## src/pfx_pkg.sv

```systemverilog
// Shared types and constants for the postfix expression evaluator.
package pfx_pkg;

	localparam int STACK_DEPTH = 64;
	localparam int DATA_W = 32;
	localparam int SYM_W = 8;
	localparam int SP_W = $clog2(STACK_DEPTH + 1);
	localparam int IDX_W = $clog2(STACK_DEPTH);
	localparam int CNT_W = $clog2(DATA_W);

	localparam logic [SYM_W-1:0] SYM_ZERO = 8'h30;
	localparam logic [SYM_W-1:0] SYM_NINE = 8'h39;
	localparam logic [SYM_W-1:0] SYM_DIV = 8'h2F;
	localparam logic [SYM_W-1:0] SYM_MUL = 8'h2A;
	localparam logic [SYM_W-1:0] SYM_ADD = 8'h2B;

	typedef enum logic [1:0] {
		ALU_ADD,
		ALU_SUB,
		ALU_MUL,
		ALU_DIV
	} alu_op_t;

	typedef enum logic [2:0] {
		A_IDLE,
		A_ONE,
		A_NEGA,
		A_NEGB,
		A_ITER,
		A_FIX
	} alu_state_t;

	typedef enum logic [1:0] {
		S_IDLE,
		S_LOAD,
		S_EXEC,
		S_FINISH
	} seq_state_t;

	typedef struct packed {
		logic    start;
		alu_op_t op;
	} alu_req_t;

	typedef struct packed {
		logic done;
		logic dz;
	} alu_rsp_t;

endpackage

```

## src/pfx_stack_ram.sv

```systemverilog
// Generic single-write, single-read RAM with registered read data.
module pfx_stack_ram #(
	parameter int DEPTH = 64,
	parameter int WIDTH = 32
) (
	input  logic                     clk,
	input  logic                     wr_en,
	input  logic [$clog2(DEPTH)-1:0] wr_addr,
	input  logic [WIDTH-1:0]         wr_data,
	input  logic                     rd_en,
	input  logic [$clog2(DEPTH)-1:0] rd_addr,
	output logic [WIDTH-1:0]         rd_data
);

	logic [WIDTH-1:0] mem [DEPTH];

	always_ff @(posedge clk) begin
		if (wr_en) begin
			mem[wr_addr] <= wr_data;
		end
	end

	always_ff @(posedge clk) begin
		if (rd_en) begin
			rd_data <= mem[rd_addr];
		end
	end

endmodule

```

## src/pfx_alu.sv

```systemverilog
// Iterative arithmetic unit: one shared adder serves add, subtract, multiply and divide.
module pfx_alu (
	input  logic                         clk,
	input  logic                         arst_n,
	input  pfx_pkg::alu_req_t            req,
	input  logic [pfx_pkg::DATA_W-1:0]   a,
	input  logic [pfx_pkg::DATA_W-1:0]   b,
	output pfx_pkg::alu_rsp_t            rsp,
	output logic [pfx_pkg::DATA_W-1:0]   result
);

	pfx_pkg::alu_state_t state_q, state_d;
	pfx_pkg::alu_op_t op_q;
	logic [pfx_pkg::DATA_W-1:0] r_q;
	logic [pfx_pkg::DATA_W-1:0] d_q;
	logic [pfx_pkg::DATA_W-1:0] q_q;
	logic [pfx_pkg::CNT_W-1:0] cnt_q;
	logic neg_q;
	logic done_q;
	logic dz_q;
	logic [pfx_pkg::DATA_W:0] add_x;
	logic [pfx_pkg::DATA_W:0] add_y;
	logic add_sub;
	logic [pfx_pkg::DATA_W:0] sum;
	logic last_iter;

	assign last_iter = (cnt_q == pfx_pkg::CNT_W'(pfx_pkg::DATA_W - 1));

	// The one adder; subtraction is done by inverting y and carrying in.
	always_comb begin
		add_x = {1'b0, r_q};
		add_y = {1'b0, d_q};
		add_sub = 1'b0;
		unique case (state_q)
			pfx_pkg::A_ONE: begin
				add_sub = (op_q == pfx_pkg::ALU_SUB);
			end
			pfx_pkg::A_NEGA: begin
				add_x = '0;
				add_y = {1'b0, r_q};
				add_sub = 1'b1;
			end
			pfx_pkg::A_NEGB: begin
				add_x = '0;
				add_sub = 1'b1;
			end
			pfx_pkg::A_ITER: begin
				if (op_q == pfx_pkg::ALU_DIV) begin
					add_x = {r_q, q_q[pfx_pkg::DATA_W-1]};
					add_sub = 1'b1;
				end
			end
			pfx_pkg::A_FIX: begin
				add_x = '0;
				add_y = {1'b0, q_q};
				add_sub = 1'b1;
			end
			default: begin
			end
		endcase
		sum = add_x + (add_sub ? ~add_y : add_y) + {{pfx_pkg::DATA_W{1'b0}}, add_sub};
	end

	always_comb begin
		state_d = state_q;
		unique case (state_q)
			pfx_pkg::A_IDLE: begin
				if (req.start) begin
					unique case (req.op)
						pfx_pkg::ALU_ADD, pfx_pkg::ALU_SUB: state_d = pfx_pkg::A_ONE;
						pfx_pkg::ALU_MUL: state_d = pfx_pkg::A_ITER;
						pfx_pkg::ALU_DIV: begin
							state_d = (b == '0) ? pfx_pkg::A_IDLE : pfx_pkg::A_NEGA;
						end
						default: state_d = pfx_pkg::A_IDLE;
					endcase
				end
			end
			pfx_pkg::A_ONE: state_d = pfx_pkg::A_IDLE;
			pfx_pkg::A_NEGA: state_d = pfx_pkg::A_NEGB;
			pfx_pkg::A_NEGB: state_d = pfx_pkg::A_ITER;
			pfx_pkg::A_ITER: begin
				if (last_iter) begin
					state_d = (op_q == pfx_pkg::ALU_DIV) ? pfx_pkg::A_FIX : pfx_pkg::A_IDLE;
				end
			end
			pfx_pkg::A_FIX: state_d = pfx_pkg::A_IDLE;
			default: state_d = pfx_pkg::A_IDLE;
		endcase
	end

	always_ff @(posedge clk or negedge arst_n) begin
		if (!arst_n) begin
			state_q <= pfx_pkg::A_IDLE;
			done_q <= 1'b0;
		end else begin
			state_q <= state_d;
			done_q <= 1'b0;
			if (state_q == pfx_pkg::A_IDLE && req.start && req.op == pfx_pkg::ALU_DIV
					&& b == '0) begin
				done_q <= 1'b1;
			end
			if (state_q == pfx_pkg::A_ONE || state_q == pfx_pkg::A_FIX) begin
				done_q <= 1'b1;
			end
			if (state_q == pfx_pkg::A_ITER && last_iter && op_q == pfx_pkg::ALU_MUL) begin
				done_q <= 1'b1;
			end
		end
	end

	always_ff @(posedge clk) begin
		unique case (state_q)
			pfx_pkg::A_IDLE: begin
				if (req.start) begin
					op_q <= req.op;
					cnt_q <= '0;
					neg_q <= a[pfx_pkg::DATA_W-1] ^ b[pfx_pkg::DATA_W-1];
					dz_q <= 1'b0;
					r_q <= a;
					d_q <= b;
					q_q <= b;
					if (req.op == pfx_pkg::ALU_MUL) begin
						r_q <= '0;
						d_q <= a;
					end
					if (req.op == pfx_pkg::ALU_DIV && b == '0) begin
						r_q <= '0;
						dz_q <= 1'b1;
					end
				end
			end
			pfx_pkg::A_ONE: begin
				r_q <= sum[pfx_pkg::DATA_W-1:0];
			end
			pfx_pkg::A_NEGA: begin
				q_q <= r_q[pfx_pkg::DATA_W-1] ? sum[pfx_pkg::DATA_W-1:0] : r_q;
			end
			pfx_pkg::A_NEGB: begin
				if (d_q[pfx_pkg::DATA_W-1]) begin
					d_q <= sum[pfx_pkg::DATA_W-1:0];
				end
				r_q <= '0;
			end
			pfx_pkg::A_ITER: begin
				cnt_q <= cnt_q + pfx_pkg::CNT_W'(1);
				if (op_q == pfx_pkg::ALU_DIV) begin
					// Restoring step: keep the difference only when it did not borrow.
					if (!sum[pfx_pkg::DATA_W]) begin
						r_q <= sum[pfx_pkg::DATA_W-1:0];
					end else begin
						r_q <= {r_q[pfx_pkg::DATA_W-2:0], q_q[pfx_pkg::DATA_W-1]};
					end
					q_q <= {q_q[pfx_pkg::DATA_W-2:0], ~sum[pfx_pkg::DATA_W]};
				end else begin
					if (q_q[0]) begin
						r_q <= sum[pfx_pkg::DATA_W-1:0];
					end
					d_q <= {d_q[pfx_pkg::DATA_W-2:0], 1'b0};
					q_q <= {1'b0, q_q[pfx_pkg::DATA_W-1:1]};
				end
			end
			pfx_pkg::A_FIX: begin
				r_q <= neg_q ? sum[pfx_pkg::DATA_W-1:0] : q_q;
			end
			default: begin
			end
		endcase
	end

	assign rsp.done = done_q;
	assign rsp.dz = dz_q;
	assign result = r_q;

endmodule

```

## src/postfix_expression_evaluator_top.sv

```systemverilog
// Top level: stack sequencer, value stack RAM, shared ALU and output register.
//
// Usage: one postfix symbol is transferred per input item on in_valid/in_stall.
// A digit pushes its value; '/', '*' and '+' operate on the two top values;
// any other byte subtracts. Every input item yields exactly one result on
// out_valid/out_stall: the new top of stack, an empty flag, and the overflow,
// underflow and divide-by-zero flags for that item.
// The pace is set by the sequencer and the iterative ALU (one adder step per
// cycle): a digit needs no ALU step, add or subtract takes one adder step,
// multiply 32 shift-add steps, and divide two negations, 32 restoring steps
// and a sign fix; a zero divisor skips these steps.
// One item is worked at a time;
// in_stall is high until the item's result sits in the output register.
// The output register lets the next item be taken while a result waits.
// A finished item waits in place while out_stall holds the previous result.
// Reset empties the stack at once; stack contents are never cleared, only
// entries below the stack pointer are read.
module postfix_expression_evaluator_top (
	input  logic                              clk,
	input  logic                              arst_n,
	input  logic                              in_valid,
	output logic                              in_stall,
	input  logic [pfx_pkg::SYM_W-1:0]         symbol,
	output logic                              out_valid,
	input  logic                              out_stall,
	output logic signed [pfx_pkg::DATA_W-1:0] top_value,
	output logic                              stack_empty,
	output logic                              overflow,
	output logic                              underflow,
	output logic                              divide_by_zero
);

	pfx_pkg::seq_state_t state_q, state_d;
	logic [pfx_pkg::SP_W-1:0] sp_q;
	logic [pfx_pkg::DATA_W-1:0] top_q;
	logic [pfx_pkg::DATA_W-1:0] right_q;
	logic left_ok_q;
	pfx_pkg::alu_op_t op_q;
	logic ovf_q;
	logic unf_q;
	logic dz_q;

	logic out_valid_q;
	logic [pfx_pkg::DATA_W-1:0] out_top_q;
	logic out_empty_q;
	logic out_ovf_q;
	logic out_unf_q;
	logic out_dz_q;

	logic in_xfer;
	logic out_free;
	logic is_digit;
	logic sp_full;
	logic sp_ge2;
	pfx_pkg::alu_op_t dec_op;

	logic ram_wr_en;
	logic [pfx_pkg::IDX_W-1:0] ram_wr_addr;
	logic [pfx_pkg::DATA_W-1:0] ram_wr_data;
	logic ram_rd_en;
	logic [pfx_pkg::IDX_W-1:0] ram_rd_addr;
	logic [pfx_pkg::DATA_W-1:0] ram_rd_data;

	pfx_pkg::alu_req_t alu_req;
	pfx_pkg::alu_rsp_t alu_rsp;
	logic [pfx_pkg::DATA_W-1:0] alu_a;
	logic [pfx_pkg::DATA_W-1:0] alu_result;
	logic [pfx_pkg::DATA_W-1:0] digit_value;
	logic [pfx_pkg::SP_W-1:0] sp_minus2;
	logic [pfx_pkg::SP_W-1:0] sp_minus1;

	assign is_digit = (symbol >= pfx_pkg::SYM_ZERO) && (symbol <= pfx_pkg::SYM_NINE);
	assign sp_full = (sp_q >= pfx_pkg::SP_W'(pfx_pkg::STACK_DEPTH));
	assign sp_ge2 = (sp_q >= pfx_pkg::SP_W'(2));
	assign sp_minus2 = sp_q - pfx_pkg::SP_W'(2);
	assign sp_minus1 = sp_q - pfx_pkg::SP_W'(1);
	assign digit_value = pfx_pkg::DATA_W'(symbol - pfx_pkg::SYM_ZERO);
	assign out_free = !out_valid_q || !out_stall;
	assign in_xfer = in_valid && !in_stall;
	assign alu_a = left_ok_q ? ram_rd_data : '0;

	always_comb begin
		case (symbol)
			pfx_pkg::SYM_DIV: dec_op = pfx_pkg::ALU_DIV;
			pfx_pkg::SYM_MUL: dec_op = pfx_pkg::ALU_MUL;
			pfx_pkg::SYM_ADD: dec_op = pfx_pkg::ALU_ADD;
			default: dec_op = pfx_pkg::ALU_SUB;
		endcase
	end

	always_comb begin
		state_d = state_q;
		in_stall = 1'b1;
		alu_req.start = 1'b0;
		alu_req.op = op_q;
		ram_rd_en = 1'b0;
		ram_rd_addr = sp_minus2[pfx_pkg::IDX_W-1:0];
		ram_wr_en = 1'b0;
		ram_wr_addr = sp_q[pfx_pkg::IDX_W-1:0];
		ram_wr_data = digit_value;
		unique case (state_q)
			pfx_pkg::S_IDLE: begin
				in_stall = 1'b0;
				if (in_valid) begin
					if (is_digit) begin
						ram_wr_en = !sp_full;
						state_d = pfx_pkg::S_FINISH;
					end else begin
						// The left operand sits one below the cached top.
						ram_rd_en = sp_ge2;
						state_d = pfx_pkg::S_LOAD;
					end
				end
			end
			pfx_pkg::S_LOAD: begin
				alu_req.start = 1'b1;
				state_d = pfx_pkg::S_EXEC;
			end
			pfx_pkg::S_EXEC: begin
				if (alu_rsp.done) begin
					ram_wr_en = 1'b1;
					ram_wr_addr = sp_minus1[pfx_pkg::IDX_W-1:0];
					ram_wr_data = alu_result;
					state_d = pfx_pkg::S_FINISH;
				end
			end
			pfx_pkg::S_FINISH: begin
				if (out_free) begin
					state_d = pfx_pkg::S_IDLE;
				end
			end
			default: state_d = pfx_pkg::S_IDLE;
		endcase
	end

	always_ff @(posedge clk or negedge arst_n) begin
		if (!arst_n) begin
			state_q <= pfx_pkg::S_IDLE;
			sp_q <= '0;
			out_valid_q <= 1'b0;
		end else begin
			state_q <= state_d;
			if (in_xfer) begin
				if (is_digit) begin
					if (!sp_full) begin
						sp_q <= sp_q + pfx_pkg::SP_W'(1);
					end
				end else begin
					// Pop two, push one; missing operands leave a single entry.
					sp_q <= sp_ge2 ? sp_minus1 : pfx_pkg::SP_W'(1);
				end
			end
			if (state_q == pfx_pkg::S_FINISH && out_free) begin
				out_valid_q <= 1'b1;
			end else if (!out_stall) begin
				out_valid_q <= 1'b0;
			end
		end
	end

	always_ff @(posedge clk) begin
		if (in_xfer) begin
			ovf_q <= 1'b0;
			unf_q <= 1'b0;
			dz_q <= 1'b0;
			if (is_digit) begin
				if (sp_full) begin
					ovf_q <= 1'b1;
				end else begin
					top_q <= digit_value;
				end
			end else begin
				op_q <= dec_op;
				unf_q <= !sp_ge2;
				left_ok_q <= sp_ge2;
				right_q <= (sp_q != '0) ? top_q : '0;
			end
		end
		if (state_q == pfx_pkg::S_EXEC && alu_rsp.done) begin
			top_q <= alu_result;
			dz_q <= alu_rsp.dz;
		end
		if (state_q == pfx_pkg::S_FINISH && out_free) begin
			out_top_q <= (sp_q == '0) ? '0 : top_q;
			out_empty_q <= (sp_q == '0);
			out_ovf_q <= ovf_q;
			out_unf_q <= unf_q;
			out_dz_q <= dz_q;
		end
	end

	pfx_stack_ram #(
		.DEPTH(pfx_pkg::STACK_DEPTH),
		.WIDTH(pfx_pkg::DATA_W)
	) u_stack (
		.clk(clk),
		.wr_en(ram_wr_en),
		.wr_addr(ram_wr_addr),
		.wr_data(ram_wr_data),
		.rd_en(ram_rd_en),
		.rd_addr(ram_rd_addr),
		.rd_data(ram_rd_data)
	);

	pfx_alu u_alu (
		.clk(clk),
		.arst_n(arst_n),
		.req(alu_req),
		.a(alu_a),
		.b(right_q),
		.rsp(alu_rsp),
		.result(alu_result)
	);

	assign out_valid = out_valid_q;
	assign top_value = out_top_q;
	assign stack_empty = out_empty_q;
	assign overflow = out_ovf_q;
	assign underflow = out_unf_q;
	assign divide_by_zero = out_dz_q;

	a_sp_bound: assert property (@(posedge clk) disable iff (!arst_n)
		sp_q <= pfx_pkg::SP_W'(pfx_pkg::STACK_DEPTH))
		else $error("stack pointer beyond stack depth");

	a_done_in_exec: assert property (@(posedge clk) disable iff (!arst_n)
		alu_rsp.done |-> state_q == pfx_pkg::S_EXEC)
		else $error("ALU finished outside the execute state");

	a_op_leaves_entry: assert property (@(posedge clk) disable iff (!arst_n)
		(state_q == pfx_pkg::S_EXEC && alu_rsp.done) |=> sp_q != '0)
		else $error("operator left the stack empty");

	a_dz_zero: assert property (@(posedge clk) disable iff (!arst_n)
		(out_valid && divide_by_zero) |-> (top_value == '0 && !stack_empty))
		else $error("divide by zero did not push zero");

	a_ovf_full: assert property (@(posedge clk) disable iff (!arst_n)
		(out_valid && overflow) |-> (!stack_empty && !underflow && !divide_by_zero))
		else $error("overflow flagged with inconsistent flags");

endmodule

```

## config.mk

```make
export PLATFORM = sky130hd
export DESIGN_NAME = postfix_expression_evaluator_top
export DESIGN_NICKNAME = d
export VERILOG_FILES = /design/src/pfx_pkg.sv /design/src/pfx_stack_ram.sv /design/src/pfx_alu.sv /design/src/postfix_expression_evaluator_top.sv
export SDC_FILE = /design/constraint.sdc
export NUM_CORES = 2
export LEC_CHECK = 0
export ABC_AREA = 1
export BUFFER_PORTS_ARGS = -buffer_cell sky130_fd_sc_hd__buf_2
export CAP_MARGIN = 30
export CORE_ASPECT_RATIO = 1.4
export CORE_UTILIZATION = 60
export CTS_BUF_LIST = sky130_fd_sc_hd__clkbuf_2 sky130_fd_sc_hd__clkbuf_4 sky130_fd_sc_hd__clkbuf_8
export CTS_CLUSTER_SIZE = 16
export DETAILED_ROUTE_END_ITERATION = 16
export PLACE_DENSITY = 0.76
export SLEW_MARGIN = 20
export SYNTH_ARGS = -nofsm -noshare
export SYNTH_HDL_FRONTEND = slang
export SYNTH_SLANG_ARGS = --single-unit
export TNS_END_PERCENT = 30
```

## constraint.sdc

```tcl
create_clock -name clk -period 5.1 [get_ports clk]
set_input_delay 0.51 -clock clk [delete_from_list [all_inputs] [get_ports clk]]
set_output_delay 0.51 -clock clk [all_outputs]
set_load 0.02 [all_outputs]
```

==> metrics <==
status=finished, final reports clean; Area contributors post-synth=edfxtp_1 (72%), o21ai_0 (7.2%), nor2_1 (6.4%); clk slew on worst S/H paths=0.07 ns; first-pass GRT wire length=434000 um; Area Growth Syn to Fin=11.5%; Placed Area=100000 um^2; fin crit period=4.90 ns; Final nets=8037; FMAX=204 MHz; CTS Buf Count=348; Placement Setup Slack=0.424 ns; Top FF cell, synth=edfxtp_1; total power=0.0758 W; sequential fraction of the synthesis area=72.1%; CP Cell Sequence=inv_2 -> nand3_4 -> nand2_4 -> inv_1 -> buf_4 -> a211oi_1 -> xor2_1 -> ha_1 -> nand2_1 -> nor2_1 -> inv_1 -> nor3_1 -> nand3_1 -> nand3_1 -> xnor2_1 -> nand2_1 -> o211ai_1 -> nand3b_1; Die Width=340 um; share of cells above drive strength 1=11.9%; Post-Synthesis Cell Area=95800 um^2; Crit-path slowest cell=nor3_1; max incr delay on CP=0.64 ns; Total GRT Usage=37.0%; row count=173; power density over the cells=710 nW/um^2; Clock Latency Late Sink=1.10 ns; Critical Path RT=5.90 ns; yosys warns=0; FILL cells=11.1k; reg2reg end=u_alu.result[26]; EDFF count, synth=2291; crit path kind=reg2reg; startpoint types=flip-flop; First-pass DRT Iterations=6; share of the synthesized area in the top cell type=71.8%; largest net degree at the start of global routing=188; initial core utilization=60.4%; core area=159000 um^2; post-route antenna net violation count=0; syn avg cell area=12.2 um^2; Critical Path Sink=u_alu.result[26]; Worst-Margin Slew=1.13 ns; drt total wl=303000 um; TritonCTS clock tree=done; Reg2Reg Launch Point=u_alu.state_q[2]; # DRC=0; H-Tree Depth=5; unrepaired setup endpoints after global routing=no; via count=68.5k; initial antenna violation count=17; Sink Count=2305; HP Start=symbol[5]; drt wl/cell=29.3 um; Hold Slack=0.0946 ns; syn nets=7898; Hold Path Class=in2reg; vias in the first global route=65.6k; CTS Buffer Depth=4; final hold violations=0; peak supply drop=0.737 mV; HPWL after DPL=182000 um; Setup Viol. Count Final=0; setup slack, reg-to-reg=0.20 ns; Synth async-reset ratio=0.607%; number of synthesized register bits=2305; Avg Vias per Cell=6.64; GRT overflow=0; max cap viols=0; Fin Clk Skew=0.0817 ns; post-CTS sizing=0; crit path max fanout=13; CTS Root Buffer Type=clkbuf_8; die area=161000 um^2; Setup crit end kind=flip-flop; Crit. Startpoint=u_alu.state_q[2]; cells on worst reg2reg path=18; final count of pins violating max slew=0; min setup slack post-route=0.199 ns; IO buf count=49; final cycle utilization of the critical path=96.1%; leading area contributor after synthesis=edfxtp_1; count of cell types in the netlist=52; Die Y=475 um; WP data arrival=5.70 ns; Sum Neg Setup Slack=0 ns; Post-Synthesis Cells=7839; most common cell in the netlist=edfxtp_1; design area=107000 um^2; postcts setup bufs=0; Starting DRT DRC Count=9311; RePlAce Congestion=0.975; number of I/O pins=50; Slew HR=24.0%; top post-synthesis cells by count=edfxtp_1 (2291), nor2_1 (1643), o21ai_0 (1385), o22ai_1 (633), nand2_1 (411); Pleak=35.7 nW
[logic make-up after synthesis]
| kind of cell | synth area share (%) |
|---|---|
| AND/OR/NAND/NOR | 9.50 |
| adder cells (fa/ha/maj) | 0.621 |
| flip-flops | 72.1 |
| XOR/XNOR | 0.591 |
| buffers and inverters | 3.20 |
| AO/OA/AOI/OAI | 13.9 |
[worst min-delay path by stage]
stage	endpoint	slack, ns	depth (start not counted)
after CTS	top_q[7]	0.02	4
after floorplan	out_valid	0.21	0
after global routing	top_q[5]	0.09	3
final	top_q[5]	0.09	3
after detailed placement	out_valid	0.46	1
after global placement	out_valid	0.45	1
[sequential cells by signal, indices dropped and copies added (netlist names), 32 cells and up]
name / flops
right_q: 32
top_q: 32
u_stack.mem: 2048
u_alu.q_q: 32
u_alu.result: 32
u_stack.rd_data: 32
u_alu.d_q: 32
top_value: 32
[power by group]
| group | switching, W | internal [W] |
|---|---|---|
| clock | 0.00699 | 0.00759 |
| combinational | 0.0276 | 0.00979 |
| sequential | 0.000733 | 0.0231 |
| total | 0.0354 | 0.0405 |
[layout make-up]
type / count / area [um^2] / area share, %
Antenna cell: 5 / 12.5 / 0.0117
Clock buffer: 462 / 5700 / 5.33
Clock inverter: 131 / 766 / 0.716
Inverter: 221 / 862 / 0.807
Multi-Input combinational cell: 4770 / 24600 / 23.0
Sequential cell: 2305 / 69200 / 64.7
Tap cell: 2100 / 2630 / 2.46
Timing Repair Buffer: 332 / 3160 / 2.96
[metal layers]
layer | vias to the layer above | share of wire, % | track usage [%]
li1 | 29300 | - | -
met5 | - | 0.033 | 0
met4 | 10 | 7.6 | 25.1
met3 | 989 | 11 | 6.75
met2 | 4899 | 47 | 59.6
met1 | 33300 | 34 | 45.8
[repair_timing]
item | CTS | global route
hold endpoints to repair | 27 | 0
hold buffers | 15 | 0
endpoints found under the setup margin | 0 | 0
[metrics by stage]
stage,cells,util [%]
after detailed placement,9709,63.1
after floorplan,7839,-
after global placement,9702,63.0
after global routing,10300,67.4
after CTS,10300,67.3
final,10300,67.4
[critical path: cells and delay by family, from the launching register on]
kind | cells | cell delay (ns)
AO/OA/AOI/OAI | 2 | 0.46
XOR/XNOR | 2 | 0.43
adder cells (fa/ha/maj) | 1 | 0.39
buffers and inverters | 4 | 0.95
flip-flops | 1 | 0.52
AND/OR/NAND/NOR | 9 | 1.88
[cells in the final DEF, fill, tap and decap left out, types with 9 or more instances in the layout]
master / count
edfxtp_1: 2291
nor2_1: 1576
o21ai_0: 1351
o22ai_1: 633
nand2_1: 410
clkbuf_8: 357
buf_4: 210
inv_1: 208
nand3_1: 126
clkbuf_4: 105
clkinv_1: 84
o32ai_1: 80
a21oi_1: 75
nor2_4: 67
xor2_1: 51
buf_12: 51
buf_2: 50
o21ai_1: 48
o211ai_1: 46
ha_1: 45
o21ai_4: 31
o221ai_1: 29
a22oi_1: 29
clkinv_2: 29
nand4_1: 26
nor3_1: 22
nand3b_1: 21
dlygate4sd3_1: 15
a211oi_1: 13
nor4_1: 12
dfrtp_1: 12
xnor2_1: 9
clkinvlp_4: 9
(Power assumes the default switching activity.)
